## src/rtl/tgarle_pkg.sv

```systemverilog
`timescale 1ns / 1ps
`default_nettype none

package tgarle_pkg;

  // Configuration register indexes
  localparam logic [1:0] REG_COMPRESSED   = 2'd0;
  localparam logic [1:0] REG_PIXEL_DEPTH  = 2'd1;
  localparam logic [1:0] REG_ELEMS_PER_ROW = 2'd2;
  localparam logic [1:0] REG_ROW_COUNT    = 2'd3;

  // Pixel depth codes; codes above DEPTH_32BIT decode as 8-bit
  localparam logic [2:0] DEPTH_1BIT  = 3'd0;
  localparam logic [2:0] DEPTH_8BIT  = 3'd1;
  localparam logic [2:0] DEPTH_16BIT = 3'd2;
  localparam logic [2:0] DEPTH_24BIT = 3'd3;
  localparam logic [2:0] DEPTH_32BIT = 3'd4;

  localparam logic [7:0] HDR_REPEAT_BIT = 8'h80;
  localparam logic [7:0] HDR_LEN_MASK   = 8'h7f;

  typedef enum logic [1:0] {
    PH_HEADER  = 2'd0,
    PH_REPEAT  = 2'd1,
    PH_LITERAL = 2'd2
  } phase_t;

  typedef struct packed {
    logic        compressed;
    logic [2:0]  pixel_depth;
    logic [31:0] total;
  } cfg_t;

  typedef struct packed {
    logic [23:0] pixel_value;
    logic [7:0]  repeat_count;
    logic        image_done;
  } result_t;

endpackage

`default_nettype wire

```

## src/rtl/tgarle_cfg.sv

```systemverilog
`timescale 1ns / 1ps
`default_nettype none

module tgarle_cfg (
  input  wire logic              clk,
  input  wire logic              rst_n,
  input  wire logic              wr_en,
  input  wire logic [1:0]        wr_index,
  input  wire logic [15:0]       wr_data,
  output tgarle_pkg::cfg_t       cfg,
  output logic                   total_stale
);
  import tgarle_pkg::*;

  logic        compressed_r;
  logic [2:0]  pixel_depth_r;
  logic [15:0] epr_r;
  logic [15:0] rows_r;
  logic [31:0] total_r;
  logic        stale_r;

  always_ff @(posedge clk) begin
    if (!rst_n) begin
      compressed_r  <= 1'b1;
      pixel_depth_r <= DEPTH_8BIT;
      epr_r         <= 16'd1;
      rows_r        <= 16'd1;
      stale_r       <= 1'b1;
    end else begin
      stale_r <= wr_en;
      if (wr_en) begin
        case (wr_index)
          REG_COMPRESSED:    compressed_r  <= wr_data[0];
          REG_PIXEL_DEPTH:   pixel_depth_r <= wr_data[2:0];
          REG_ELEMS_PER_ROW: epr_r         <= wr_data;
          REG_ROW_COUNT:     rows_r        <= wr_data;
          default: ;
        endcase
      end
    end
  end

  // Element total, refreshed every cycle from the size registers
  always_ff @(posedge clk) begin
    total_r <= epr_r * rows_r;
  end

  assign cfg.compressed  = compressed_r;
  assign cfg.pixel_depth = pixel_depth_r;
  assign cfg.total       = total_r;
  assign total_stale     = stale_r;

endmodule

`default_nettype wire

```

## src/rtl/tgarle_decode.sv

```systemverilog
`timescale 1ns / 1ps
`default_nettype none

module tgarle_decode (
  input  wire logic              clk,
  input  wire logic              rst_n,
  input  wire logic              fire,
  input  wire logic [7:0]        data_byte,
  input  wire logic              frame_start,
  input  tgarle_pkg::cfg_t       cfg,
  output logic                   emit,
  output tgarle_pkg::result_t    res
);
  import tgarle_pkg::*;

  phase_t      phase_r, phase_nxt, phase_c;
  logic [7:0]  left_r, left_nxt, left_c;
  logic [1:0]  bip_r, bip_nxt, bip_c;
  logic [23:0] gather_r, gather_nxt, gather_c, gather_add;
  logic [31:0] emitted_r, emitted_nxt, emitted_c;
  logic        finished_r, finished_nxt, finished_c;

  logic [32:0] diff;
  logic        exhausted;
  logic [2:0]  bpp;
  logic [23:0] value;
  logic [7:0]  count, count_clip;
  logic        count_fits;

  // Apply frame_start clear before the byte is decoded
  always_comb begin
    if (frame_start) begin
      phase_c    = PH_HEADER;
      left_c     = 8'd0;
      bip_c      = 2'd0;
      gather_c   = 24'd0;
      emitted_c  = 32'd0;
      finished_c = 1'b0;
    end else begin
      phase_c    = phase_r;
      left_c     = left_r;
      bip_c      = bip_r;
      gather_c   = gather_r;
      emitted_c  = emitted_r;
      finished_c = finished_r;
    end
  end

  assign diff      = {1'b0, cfg.total} - {1'b0, emitted_c};
  assign exhausted = diff[32] || (diff[31:0] == 32'd0);

  always_comb begin
    case (cfg.pixel_depth)
      DEPTH_16BIT: bpp = 3'd2;
      DEPTH_24BIT: bpp = 3'd3;
      DEPTH_32BIT: bpp = 3'd4;
      default:     bpp = 3'd1;
    endcase
  end

  always_comb begin
    case (bip_c)
      2'd0:    gather_add = gather_c | {16'd0, data_byte};
      2'd1:    gather_add = gather_c | {8'd0, data_byte, 8'd0};
      2'd2:    gather_add = gather_c | {data_byte, 16'd0};
      default: gather_add = gather_c;
    endcase
  end

  always_comb begin
    case (cfg.pixel_depth)
      DEPTH_1BIT:  value = {16'd0, ~gather_add[7:0]};
      DEPTH_16BIT: value = {8'd0, gather_add[14:5], 1'b0, gather_add[4:0]};
      DEPTH_24BIT, DEPTH_32BIT: value = gather_add;
      default:     value = {16'd0, gather_add[7:0]};
    endcase
  end

  always_comb begin
    phase_nxt    = phase_c;
    left_nxt     = left_c;
    bip_nxt      = bip_c;
    gather_nxt   = gather_c;
    emitted_nxt  = emitted_c;
    finished_nxt = finished_c;
    emit         = 1'b0;
    count        = 8'd1;
    count_clip   = 8'd1;
    count_fits   = 1'b1;
    if (finished_c) begin
      emit = 1'b0;
    end else if (exhausted) begin
      finished_nxt = 1'b1;
    end else if (cfg.compressed && phase_c != PH_REPEAT && phase_c != PH_LITERAL) begin
      // Packet header: kind and length
      phase_nxt  = ((data_byte & HDR_REPEAT_BIT) != 8'd0) ? PH_REPEAT : PH_LITERAL;
      left_nxt   = (data_byte & HDR_LEN_MASK) + 8'd1;
      bip_nxt    = 2'd0;
      gather_nxt = 24'd0;
    end else if ({1'b0, bip_c} + 3'd1 < bpp) begin
      bip_nxt    = bip_c + 2'd1;
      gather_nxt = gather_add;
    end else begin
      bip_nxt    = 2'd0;
      gather_nxt = 24'd0;
      if (cfg.compressed) begin
        if (phase_c == PH_REPEAT) begin
          count     = left_c;
          left_nxt  = 8'd0;
          phase_nxt = PH_HEADER;
        end else begin
          left_nxt = left_c - 8'd1;
          if (left_nxt == 8'd0) begin
            phase_nxt = PH_HEADER;
          end
        end
        if (count == 8'd0) begin
          count = 8'd1;
        end
      end
      // Clip to what remains of the image
      count_fits = (diff[31:8] != 24'd0) || (count < diff[7:0]);
      count_clip = count_fits ? count : diff[7:0];
      emitted_nxt  = emitted_c + {24'd0, count_clip};
      finished_nxt = !count_fits;
      emit         = 1'b1;
    end
  end

  always_ff @(posedge clk) begin
    if (!rst_n) begin
      phase_r    <= PH_HEADER;
      left_r     <= 8'd0;
      bip_r      <= 2'd0;
      gather_r   <= 24'd0;
      emitted_r  <= 32'd0;
      finished_r <= 1'b0;
    end else if (fire) begin
      phase_r    <= phase_nxt;
      left_r     <= left_nxt;
      bip_r      <= bip_nxt;
      gather_r   <= gather_nxt;
      emitted_r  <= emitted_nxt;
      finished_r <= finished_nxt;
    end
  end

  assign res.pixel_value  = value;
  assign res.repeat_count = count_clip;
  assign res.image_done   = finished_nxt;

endmodule

`default_nettype wire

```

## src/rtl/tga_rle_pixel_decoder_core.sv

```systemverilog
`timescale 1ns / 1ps
`default_nettype none

// TGA pixel-data decoder, raw or run-length encoded, one byte per transfer.
//
// Input channel (in_*): one pixel-data byte per transfer; in_frame_start marks
// the first byte of an image and clears all decode state before that byte.
// Result channel (out_*): a decoded pixel with its repeat count and a flag on
// the result that completes the image. Header bytes, partial pixel bytes and
// bytes past the end of the image give no result; alpha never enters the value.
// Configuration (cfg_*): write while idle; cfg_ready is always high. After a
// write the input stalls while the element total (a registered 16x16 product
// of the size registers) settles.
// Path: a transferred byte is held in the input register, then decoded into
// the result register once the result slot is free. Throughput: one byte per
// cycle while in_stall is low, set by the single decode stage between them.
// Stall: a held result stays on out_* ; the input register still takes one
// more byte, then in_stall rises until the result is transferred.
// Reset (rst_n low, synchronous): registers return to compressed 8-bit,
// 1x1 image, decoder waiting for a packet header, no result pending.

module tga_rle_pixel_decoder_core (
  input  wire logic        clk,
  input  wire logic        rst_n,
  input  wire logic        in_valid,
  output logic             in_stall,
  input  wire logic [7:0]  in_data_byte,
  input  wire logic        in_frame_start,
  output logic             out_valid,
  input  wire logic        out_stall,
  output logic [23:0]      out_pixel_value,
  output logic [7:0]       out_repeat_count,
  output logic             out_image_done,
  input  wire logic        cfg_valid,
  output logic             cfg_ready,
  input  wire logic [1:0]  cfg_index,
  input  wire logic [15:0] cfg_data
);
  import tgarle_pkg::*;

  cfg_t    cfg;
  logic    total_stale;
  result_t res;
  logic    emit;

  // Input register
  logic       s1_valid_r;
  logic [7:0] s1_byte_r;
  logic       s1_fs_r;

  // Result register
  logic        out_valid_r;
  logic [23:0] out_pixel_r;
  logic [7:0]  out_count_r;
  logic        out_done_r;

  logic out_free;
  logic advance;
  logic in_xfer;

  assign cfg_ready = 1'b1;

  tgarle_cfg u_cfg (
    .clk         (clk),
    .rst_n       (rst_n),
    .wr_en       (cfg_valid && cfg_ready),
    .wr_index    (cfg_index),
    .wr_data     (cfg_data),
    .cfg         (cfg),
    .total_stale (total_stale)
  );

  // Decode may run when the result slot is empty or is being drained
  assign out_free = !out_valid_r || !out_stall;
  assign advance  = s1_valid_r && out_free;
  assign in_stall = (s1_valid_r && !out_free) || total_stale;
  assign in_xfer  = in_valid && !in_stall;

  tgarle_decode u_decode (
    .clk         (clk),
    .rst_n       (rst_n),
    .fire        (advance),
    .data_byte   (s1_byte_r),
    .frame_start (s1_fs_r),
    .cfg         (cfg),
    .emit        (emit),
    .res         (res)
  );

  // Hold the byte until the decode stage takes it
  always_ff @(posedge clk) begin
    if (!rst_n) begin
      s1_valid_r <= 1'b0;
    end else if (in_xfer) begin
      s1_valid_r <= 1'b1;
    end else if (advance) begin
      s1_valid_r <= 1'b0;
    end
  end

  always_ff @(posedge clk) begin
    if (in_xfer) begin
      s1_byte_r <= in_data_byte;
      s1_fs_r   <= in_frame_start;
    end
  end

  // Load a new result, or drop the old one once transferred
  always_ff @(posedge clk) begin
    if (!rst_n) begin
      out_valid_r <= 1'b0;
    end else if (advance && emit) begin
      out_valid_r <= 1'b1;
    end else if (out_valid_r && !out_stall) begin
      out_valid_r <= 1'b0;
    end
  end

  always_ff @(posedge clk) begin
    if (advance && emit) begin
      out_pixel_r <= res.pixel_value;
      out_count_r <= res.repeat_count;
      out_done_r  <= res.image_done;
    end
  end

  assign out_valid        = out_valid_r;
  assign out_pixel_value  = out_pixel_r;
  assign out_repeat_count = out_count_r;
  assign out_image_done   = out_done_r;

endmodule

`default_nettype wire
```

## config.mk

```make
export PLATFORM = sky130hd
export DESIGN_NAME = tga_rle_pixel_decoder_core
export DESIGN_NICKNAME = d
export VERILOG_FILES = /design/src/rtl/tgarle_pkg.sv /design/src/rtl/tgarle_cfg.sv /design/src/rtl/tgarle_decode.sv /design/src/rtl/tga_rle_pixel_decoder_core.sv
export SDC_FILE = /design/constraint.sdc
export NUM_CORES = 1
export LEC_CHECK = 0
export BUFFER_PORTS_ARGS = -buffer_cell sky130_fd_sc_hd__buf_2
export CORE_UTILIZATION = 55
export CTS_CLUSTER_SIZE = 16
export DETAILED_ROUTE_END_ITERATION = 12
export GPL_ROUTABILITY_DRIVEN = 0
export GPL_TIMING_DRIVEN = 0
export PLACE_DENSITY_LB_ADDON = 0.12
export SLEW_MARGIN = 30
export SYNTH_ARGS = -nofsm -noshare
export SYNTH_HDL_FRONTEND = slang
export SYNTH_HIERARCHICAL = 1
export SYNTH_SLANG_ARGS = --single-unit
```

## constraint.sdc

```tcl
create_clock -name clk -period 8.1 [get_ports clk]
set_clock_uncertainty 0.1 [all_clocks]
set_input_delay 0.405 -clock clk [delete_from_list [all_inputs] [get_ports clk]]
set_output_delay 0.405 -clock clk [all_outputs]
set_load 0.05 [all_outputs]
```

==> results of run 1 <==
[power by group through the flow]
stage	sequential, W	combinational, W	clock (W)
floorplan	0.000980	0.000559	0
global placement	0.000993	0.000749	0
detailed placement	0.000993	0.000762	0
CTS	0.000972	0.000767	0.000851
global route	0.000975	0.000860	0.000887
finish	0.000973	0.000796	0.000841
[metal layers]
| metal | track usage | vias up | routed length (um) | part of all wire |
|---|---|---|---|---|
| met5 | 0 | - | 25 | 0.00043 |
| met4 | 0.137 | 2 | 2420 | 0.042 |
| met3 | 0.0532 | 153 | 4020 | 0.070 |
| met2 | 0.529 | 739 | 27600 | 0.48 |
| met1 | 0.400 | 8475 | 23600 | 0.41 |
| li1 | - | 8174 | - | - |
[worst max-delay path by stage]
stage,from,endpoint,cells after the start
4_1_cts,s1_fs_r,u_decode/emitted_r[30],31
5_1_grt,s1_fs_r,u_decode/emitted_r[24],32
2_1_floorplan,s1_fs_r,u_decode/emitted_r[30],31
6_report,s1_fs_r,u_decode/emitted_r[24],31
3_3_place_gp,s1_fs_r,u_decode/emitted_r[30],31
3_5_place_dp,s1_fs_r,u_decode/emitted_r[30],31
[cell usage after synthesis (8+ instances only)]
| library cell | n | area, um^2 |
|---|---|---|
| sky130_fd_sc_hd__nor3_1 | 29 | 145 |
| sky130_fd_sc_hd__inv_1 | 270 | 1010 |
| sky130_fd_sc_hd__o21ai_0 | 64 | 320 |
| sky130_fd_sc_hd__nand4_1 | 55 | 344 |
| sky130_fd_sc_hd__nand2b_1 | 13 | 81.3 |
| sky130_fd_sc_hd__xor2_1 | 30 | 263 |
| sky130_fd_sc_hd__xnor2_1 | 28 | 245 |
| sky130_fd_sc_hd__and3_1 | 11 | 68.8 |
| sky130_fd_sc_hd__o211ai_1 | 31 | 233 |
| sky130_fd_sc_hd__a31oi_1 | 10 | 62.6 |
| sky130_fd_sc_hd__buf_6 | 8 | 90.1 |
| sky130_fd_sc_hd__a22o_1 | 17 | 149 |
| sky130_fd_sc_hd__buf_2 | 13 | 65.1 |
| sky130_fd_sc_hd__a21boi_0 | 29 | 218 |
| sky130_fd_sc_hd__o32ai_1 | 8 | 70.1 |
| sky130_fd_sc_hd__nor2_1 | 89 | 334 |
| sky130_fd_sc_hd__edfxtp_1 | 42 | 1260 |
| sky130_fd_sc_hd__and2_1 | 160 | 1000 |
| sky130_fd_sc_hd__clkbuf_1 | 96 | 360 |
| sky130_fd_sc_hd__mux2i_1 | 42 | 420 |
| sky130_fd_sc_hd__or4_1 | 10 | 75.1 |
| sky130_fd_sc_hd__or4b_1 | 10 | 100 |
| sky130_fd_sc_hd__ha_1 | 164 | 2050 |
| sky130_fd_sc_hd__a22oi_1 | 22 | 165 |
| sky130_fd_sc_hd__fa_1 | 196 | 3920 |
| sky130_fd_sc_hd__nor2b_1 | 23 | 144 |
| sky130_fd_sc_hd__nor4_1 | 12 | 75.1 |
| sky130_fd_sc_hd__a21o_1 | 27 | 203 |
| sky130_fd_sc_hd__a21oi_1 | 91 | 455 |
| sky130_fd_sc_hd__nand3_1 | 73 | 365 |
| sky130_fd_sc_hd__dfxtp_1 | 140 | 2800 |
| sky130_fd_sc_hd__o21a_1 | 14 | 105 |
| sky130_fd_sc_hd__nand2_1 | 388 | 1460 |
[state kept, by name, summed over array words and instances, names as in the netlist, 2 cells and up]
name	flops
out_pixel_value	24
out_repeat_count	8
s1_byte_r	8
u_cfg/epr_r	16
u_cfg/pixel_depth_r	3
u_cfg/rows_r	16
u_cfg/total_r	32
u_decode/bip_r	2
u_decode/emitted_r	32
u_decode/gather_r	24
u_decode/left_r	8
u_decode/phase_r	2
[stage by stage]
stage | setup WS, ps | util
after floorplan | 1210 | -
after global placement | -1000 | 0.587
after detailed placement | -1050 | 0.589
after CTS | 79.5 | 0.606
after global routing | -81.5 | 0.607
final | 286 | 0.607
[cell type report]
type | count | area (um^2) | share of cell area
clock buffers | 18 | 450 | 0.0208
repair buffers | 68 | 365 | 0.0168
plain buffers | 127 | 593 | 0.0273
inverters | 271 | 1020 | 0.0469
well taps | 461 | 577 | 0.0266
clock inverters | 14 | 151 | 0.00698
multi-input cells | 1794 | 14500 | 0.667
flip-flops and latches | 182 | 4060 | 0.187
[critical path, delay by kind of cell (launching register included)]
kind / cells / cell delay (ps)
flops: 1 / 430
compound gates: 7 / 1330
fa+ha+maj: 3 / 1090
simple gates: 11 / 2880
buf+inv: 7 / 1310
mux: 3 / 540
[what timing repair did]
action                     CTS  global route
setup buffers                1             0
setup endpoints to repair   21            16
resized for setup            6            18
pin swaps                    1             1
[kinds of logic after synthesis]
logic type               Yosys count
adder cells (fa/ha/maj)          360
multiplexers                      44
AO/OA/AOI/OAI                    417
flip-flops                       182
other                              1
AND/OR/NAND/NOR                  914
XOR/XNOR                          58
buffers and inverters            398
[layout by cell type, fill, tap and decap left out, drive strengths merged, types with 6 or more instances in the layout]
cell type	netlist	routed
nand2	388	388
inv	270	279
fa	196	196
ha	164	164
and2	164	164
dfxtp	140	140
clkbuf	97	115
a21oi	98	98
buf	30	98
nor2	89	89
nand3	76	76
o21ai	73	73
nand4	55	55
mux2i	43	43
edfxtp	42	42
a21boi	36	36
o211ai	31	31
xor2	30	30
nor3	29	29
xnor2	28	28
a21o	28	28
nor2b	24	24
a22oi	22	22
a22o	17	17
o21a	14	14
nand2b	14	14
and3	13	13
nor4	13	13
a31oi	12	12
or4	11	11
or4b	10	10
o32ai	8	8
o31ai	8	8
or3	7	7
a31o	7	7
a211oi	7	7
o22ai	6	6
clkinv	1	6
==> out/results.ini, run 1 <==
[routing]
route.detailed.drc = 10
detailedRoute.firstPassIterationCount = 9
routed_via_density = 5.98
ant_nets = 0
route.vias.total = 17500
drt_wl_total_mm = 57.7
detailedRoute.firstIterationViolations = 1457
wire_per_inst_um = 19.7

[final_layout]
post_route_cells_drive_above_1_share = 0.0772
filler_cell_count = 3240
post_synthesis_to_final_layout_area_growth_pct = 8.07
layout.nets = 2853
final_cells = 2935
final_design_area_no_fill_mm2 = 0.0217
diodes = 0

[synthesis]
ys.flop_type = sky130_fd_sc_hd__dfxtp_1
synthAdderAreaFrac = 0.298
avgSynthCellArea_um2 = 8.46
synthMuxAreaShare = 0.0222
synth-seq-cells = 182
syn-num-nets = 2766
synth-xor-area-share = 0.0253
post_synth_and_or_nand_nor_area_fraction = 0.225
synth_top_family_by_area = adder cells
async_reset_ff_frac = 0
synth_cell_type_count = 107
synth-edff-count = 42
syn_area_mm2 = 0.0201
synth_seq_area_share = 0.202
count_of_yosys_warnings_during_synthesis = 6
synth-compound-area-share = 0.148
syn_inst = 2374

[cts]
worst_skew_pair.late_latency_ps = 450
cts_hold_repair.buffers = 0
cts.htree.levels = 4
cts-buffers-inserted = 17
cts_sinks = 182
clkSlewWorstSetupHoldPaths_ps = 80
ctsLongestPathBuffers = 2
cts_root_buffer = sky130_fd_sc_hd__clkbuf_16
cts_tree = built

[timing]
finalSetupTns_ps = 0
holdWs_ps = 28.3
drv_slew = 0
relSlewSlack = 0.431
finalCritPeriodShare = 0.965
setup_violations = 0
worst_pin_slew_ps = 846
achievable-frequency_mhz = 128
final.min_clock_period_ps = 7810
final_hold_viol_count = 0

[floorplan]
floorplan.initialDensity = 0.562
die_h_um = 193
io-pin-count = 68
core_mm2 = 0.0357
die_area_mm2 = 0.0373
die_width_um = 193
std_cell_rows = 69

[global_route]
grt.total_usage = 0.315
grt_first_pass_wirelength_mm = 91.0
initial_antenna_violation_count = 1
first_global_vias = 17200
grt.overflow.total = 0
grt_max_degree = 20

[outcome]
outcome = finished with violations
violated_checks = DRC

[placement]
buffer_ports.inserted = 66
dpl-instance-area_mm2 = 0.0210
detailed_place_hpwl_mm = 46.3
dp_cells = 2902

[worst_setup_path]
worst_r2r_startpoint = s1_fs_r
timing.critical_path.slowest_cell_delay_ps = 560
worst_r2r_path_depth = 31
setup_crit_end_kind = flip-flop
cp_max_fo = 10
crit_path_most_repeated_cell = sky130_fd_sc_hd__o21ai_0
critical_path_arrival_ps = 8040
regToRegSetupSlack_ps = 290
critical_path_required_ps = 8330
start_kind = flip-flop
cp_slowest_cell = sky130_fd_sc_hd__or4_1
worst_r2r_endpoint = u_decode/emitted_r[24]
critical_path_class = flip-flop to flip-flop

[power]
vdd_drop_max_mv = 0.129
power_density_mw_per_mm2 = 120
comb_power_share = 0.305
power_switching_w = 0.000951
report.power.total_w = 0.00261
p_leak_nw = 10.0
clock_power_share = 0.322
swShare = 0.364
power.internal_w = 0.00166
sequentialPowerShare = 0.373

[flow_run]
max_cap_violations = 0

[hold_path]
holdCritStartpoint = in_data_byte[1]
hold_path_depth = 1
hold_class = primary input to flip-flop
timing.hold.worst_endpoint = s1_byte_r[1]

Note: power is estimated with default switching activity, not from simulation.
==> inputs of run 2 (changes only) <==
--- a/config.mk
+++ b/config.mk
@@ -6,14 +6,15 @@
 export NUM_CORES = 1
 export LEC_CHECK = 0
 export BUFFER_PORTS_ARGS = -buffer_cell sky130_fd_sc_hd__buf_2
+export CORE_MARGIN = 2
 export CORE_UTILIZATION = 55
 export CTS_CLUSTER_SIZE = 16
 export DETAILED_ROUTE_END_ITERATION = 12
 export GPL_ROUTABILITY_DRIVEN = 0
 export GPL_TIMING_DRIVEN = 0
 export PLACE_DENSITY_LB_ADDON = 0.12
+export SETUP_SLACK_MARGIN = 0.02
 export SLEW_MARGIN = 30
 export SYNTH_ARGS = -nofsm -noshare
 export SYNTH_HDL_FRONTEND = slang
-export SYNTH_HIERARCHICAL = 1
 export SYNTH_SLANG_ARGS = --single-unit
==> run 2 against run 1 <==
Net effect: the run now ends clean; hold slack better by 7.2 ps; synthesized cell count decreased by 5.0%; sequential power fell by 0.4%; register-to-register slack about the same; clock power down 4.0%; design area shrank 4.8%; core utilization down 0.64 points; via count is 4.9% lower; wire length is 7.7% lower; power fell by 3.5%; area after synthesis is 4.7% lower; highest routed layer is now met4.
==> out/results.ini, run 2 <==
[worst_setup_path]
setup_crit_end_kind = flip-flop
critical_path_arrival_ps = 8050  ; about the same
timing.critical_path.slowest_cell_delay_ps = 470  ; -90 ps
worst_r2r_path_depth = 30  ; -3.2%
cp_max_fo = 10  ; unchanged
crit_path_most_repeated_cell = sky130_fd_sc_hd__mux2i_1
critical_path_required_ps = 8340  ; about the same
cp_slowest_cell = sky130_fd_sc_hd__a2111oi_2
start_kind = flip-flop
critical_path_class = flip-flop to flip-flop

[synthesis]
ys.flop_type = sky130_fd_sc_hd__dfxtp_1
syn_inst = 2256  ; -5.0%
syn_area_mm2 = 0.0191  ; -4.7%
synth_largest_type_area_fraction = 0.205  ; +0.00961
synth-xor-area-share = 0.0284  ; +0.00307
synth-edff-count = 42  ; unchanged
synth.top_cells.by_count = sky130_fd_sc_hd__nand2_1 (416), sky130_fd_sc_hd__inv_1 (274), sky130_fd_sc_hd__fa_1 (196), sky130_fd_sc_hd__ha_1 (164), sky130_fd_sc_hd__dfxtp_1 (140)
avgSynthCellArea_um2 = 8.48  ; +0.30%
yosys-top-cells-area = sky130_fd_sc_hd__fa_1 (21%), sky130_fd_sc_hd__dfxtp_1 (15%), sky130_fd_sc_hd__ha_1 (11%), sky130_fd_sc_hd__nand2_1 (8.2%), sky130_fd_sc_hd__edfxtp_1 (6.6%)
synthMuxAreaShare = 0.0188  ; -0.00342
synth.most_common_cell = sky130_fd_sc_hd__nand2_1
syn-num-nets = 2648  ; -4.3%
synth-compound-area-share = 0.142  ; -0.00600
synth_seq_area_share = 0.212  ; +0.00995
synthAdderAreaFrac = 0.312  ; +0.0146
async_reset_ff_frac = 0  ; unchanged
count_of_yosys_warnings_during_synthesis = 0  ; -6
synth-seq-cells = 182  ; unchanged
synth_top_family_by_area = adder cells
synth_cell_type_count = 85  ; -21%
post_synth_and_or_nand_nor_area_fraction = 0.205  ; -0.0204
synth_area_leader_cell = sky130_fd_sc_hd__fa_1

[cts]
clkSlewWorstSetupHoldPaths_ps = 70  ; about the same
cts_sinks = 182  ; unchanged
cts.htree.levels = 4  ; unchanged
ctsLongestPathBuffers = 2  ; unchanged
cts_root_buffer = sky130_fd_sc_hd__clkbuf_16
cts_tree = built
cts-buffers-inserted = 17  ; unchanged
worst_skew_pair.late_latency_ps = 450  ; about the same

[power]
p_leak_nw = 9.19  ; -8.5%
power_density_mw_per_mm2 = 122  ; +1.5%
vdd_drop_max_mv = 0.139  ; +8.1%

[hold_path]
hold_path_depth = 1  ; unchanged
hold_class = primary input to flip-flop

[timing]
worst_pin_slew_ps = 889  ; +43.3 ps
achievable-frequency_mhz = 128  ; about the same
holdWs_ps = 35.5  ; +7.24 ps
final.min_clock_period_ps = 7810  ; -3.17 ps
setup_violations = 0  ; unchanged
setup_repair_after_global_routing_missed_its_margin = no
finalSetupTns_ps = 0  ; unchanged
final_hold_viol_count = 0  ; unchanged
finalCritPeriodShare = 0.964  ; about the same
relSlewSlack = 0.405  ; -0.0264
drv_slew = 0  ; unchanged

[floorplan]
die_area_mm2 = 0.0363  ; -2.6%
die_width_um = 191  ; -1.3%
die_h_um = 191  ; -1.3%
std_cell_rows = 68  ; -1.4%
core_mm2 = 0.0344  ; -3.8%
floorplan.initialDensity = 0.557  ; -0.00500
io-pin-count = 68  ; unchanged

[placement]
buffer_ports.inserted = 65  ; -1.5%
detailed_place_hpwl_mm = 42.1  ; -9.1%

[global_route]
initial_antenna_violation_count = 1  ; unchanged
grtUsageMet3 = 0.0372  ; -0.0160
grt_max_degree = 34  ; +70%
busiest_layer_in_global_routing = met2
grt_first_pass_wirelength_mm = 84.7  ; -6.9%
grt.overflow.total = 0  ; unchanged
first_global_vias = 16200  ; -5.9%
use_met1 = 0.379  ; -0.0206
grt.total_usage = 0.298  ; -0.0172
use_met2 = 0.503  ; -0.0259

[flow_run]
max_cap_violations = 0  ; unchanged

[routing]
ant_nets = 0  ; unchanged
route.vias.total = 16700  ; -4.9%
wire_per_inst_um = 18.9  ; -3.7%
detailedRoute.firstPassIterationCount = 5  ; -4
routed_via_density = 5.93  ; -0.80%
route.detailed.drc = 0  ; -10
detailedRoute.firstIterationViolations = 1509  ; +3.6%
drt_wl_total_mm = 53.3  ; -7.7%

[outcome]
outcome = completed

[final_layout]
post_synthesis_to_final_layout_area_growth_pct = 7.90
layout.core_utilization = 0.601  ; -0.00636
multi_input_comb_area_mm2 = 0.0136  ; -6.4%
layout_commonest_cell = sky130_fd_sc_hd__nand2_1
top_registers = u_cfg.total_r: 32 flops, u_decode.emitted_r: 32 flops
most-common-layout-cells = sky130_fd_sc_hd__nand2_1 (416), sky130_fd_sc_hd__inv_1 (273), sky130_fd_sc_hd__fa_1 (196)
post_route_cells_drive_above_1_share = 0.0675  ; -0.00974
layout.nets = 2736  ; -4.1%
final-seq-area_mm2 = 0.00406  ; unchanged
filler_cell_count = 3184  ; -1.7%

==> run 2: cell types whose count changed in the layout (fill, tap and decap cells not counted), sizes merged, moves of 9 or more <==
cell / delta
nand4: -26
xnor2: +13
or4b: -9
o21ai: -31
and2: -64
a21oi: +27
mux2i: -12
nand3: -14
nor2: -18
or4: +11
a21boi: -28
xor2: -9
nand2: +28
==> run 2: per-stage QoR <==
stage / instance area (um^2) / std cells / total power (W) / worst slack (ps)
2_1_floorplan: 19100 / 2256 / 0.00149 / 1410
3_3_place_gp: 20000 / 2776 / 0.00169 / -797
3_5_place_dp: 20000 / 2777 / 0.00170 / -852
4_1_cts: 20600 / 2812 / 0.00250 / 66.0
5_1_grt: 20600 / 2812 / 0.00262 / 32.1
6_report: 20600 / 2813 / 0.00252 / 290
==> run 2: report_power, final <==
part           leakage (nW)  internal (W)  total [W]  switching [W]
clock network         0.259      0.000407   0.000807       0.000400
logic                  7.43      0.000260   0.000744       0.000484
registers              1.50      0.000946   0.000969      0.0000233
==> run 2: area by class of cell <==
type	instances	share of cell area
sequential	182	0.197
inverter	274	0.0498
clock inverter	12	0.00454
timing repair buffer	69	0.0171
antenna	1	0.000121
multi-input combinational	1675	0.656
tap	455	0.0276
buffer	125	0.0260
clock buffer	20	0.0216
==> run 2: final timing paths <==
| check | slack (ps) | end | startpoint |
|---|---|---|---|
| worst max-delay path | 290 | u_decode.emitted_r[18] | s1_fs_r |
| worst min-delay path | 40 | s1_byte_r[3] | in_data_byte[3] |
| worst max register to register | 290 | u_decode.emitted_r[18] | s1_fs_r |
| worst min register to register | 380 | u_decode.emitted_r[1] | u_decode.emitted_r[1] |
==> run 2: cells by family after synthesis <==
family | after synthesis
other | 1
buffers and inverters | 399
AOI/OAI and AO/OA | 397
muxes | 35
adders and majority gates | 360
DFF | 182
and+or+nand+nor | 820
xor gates and xnor gates | 62
==> run 2: timing repair <==
action                     4_1_cts  5_1_grt
pin swaps                        1        0
gates resized for setup          4        7
setup buffers                    3        0
hold buffers                     0        0
setup endpoints to repair       25       25
==> run 2: critical path: cells and delay by family (launching register included) <==
family	cells	cell delay [ps]
buffers and inverters	8	2160
AO/OA/AOI/OAI	8	1920
AND/OR/NAND/NOR	9	1530
multiplexers	3	830
adder cells (fa/ha/maj)	2	650
flip-flops	1	460
==> run 2: layer usage <==
metal  routed length (um)  vias up
li1                     -     7730
met1                21600     8147
met2                25900      655
met3                 3270      148
met4                 2530        0
met5                    0        -
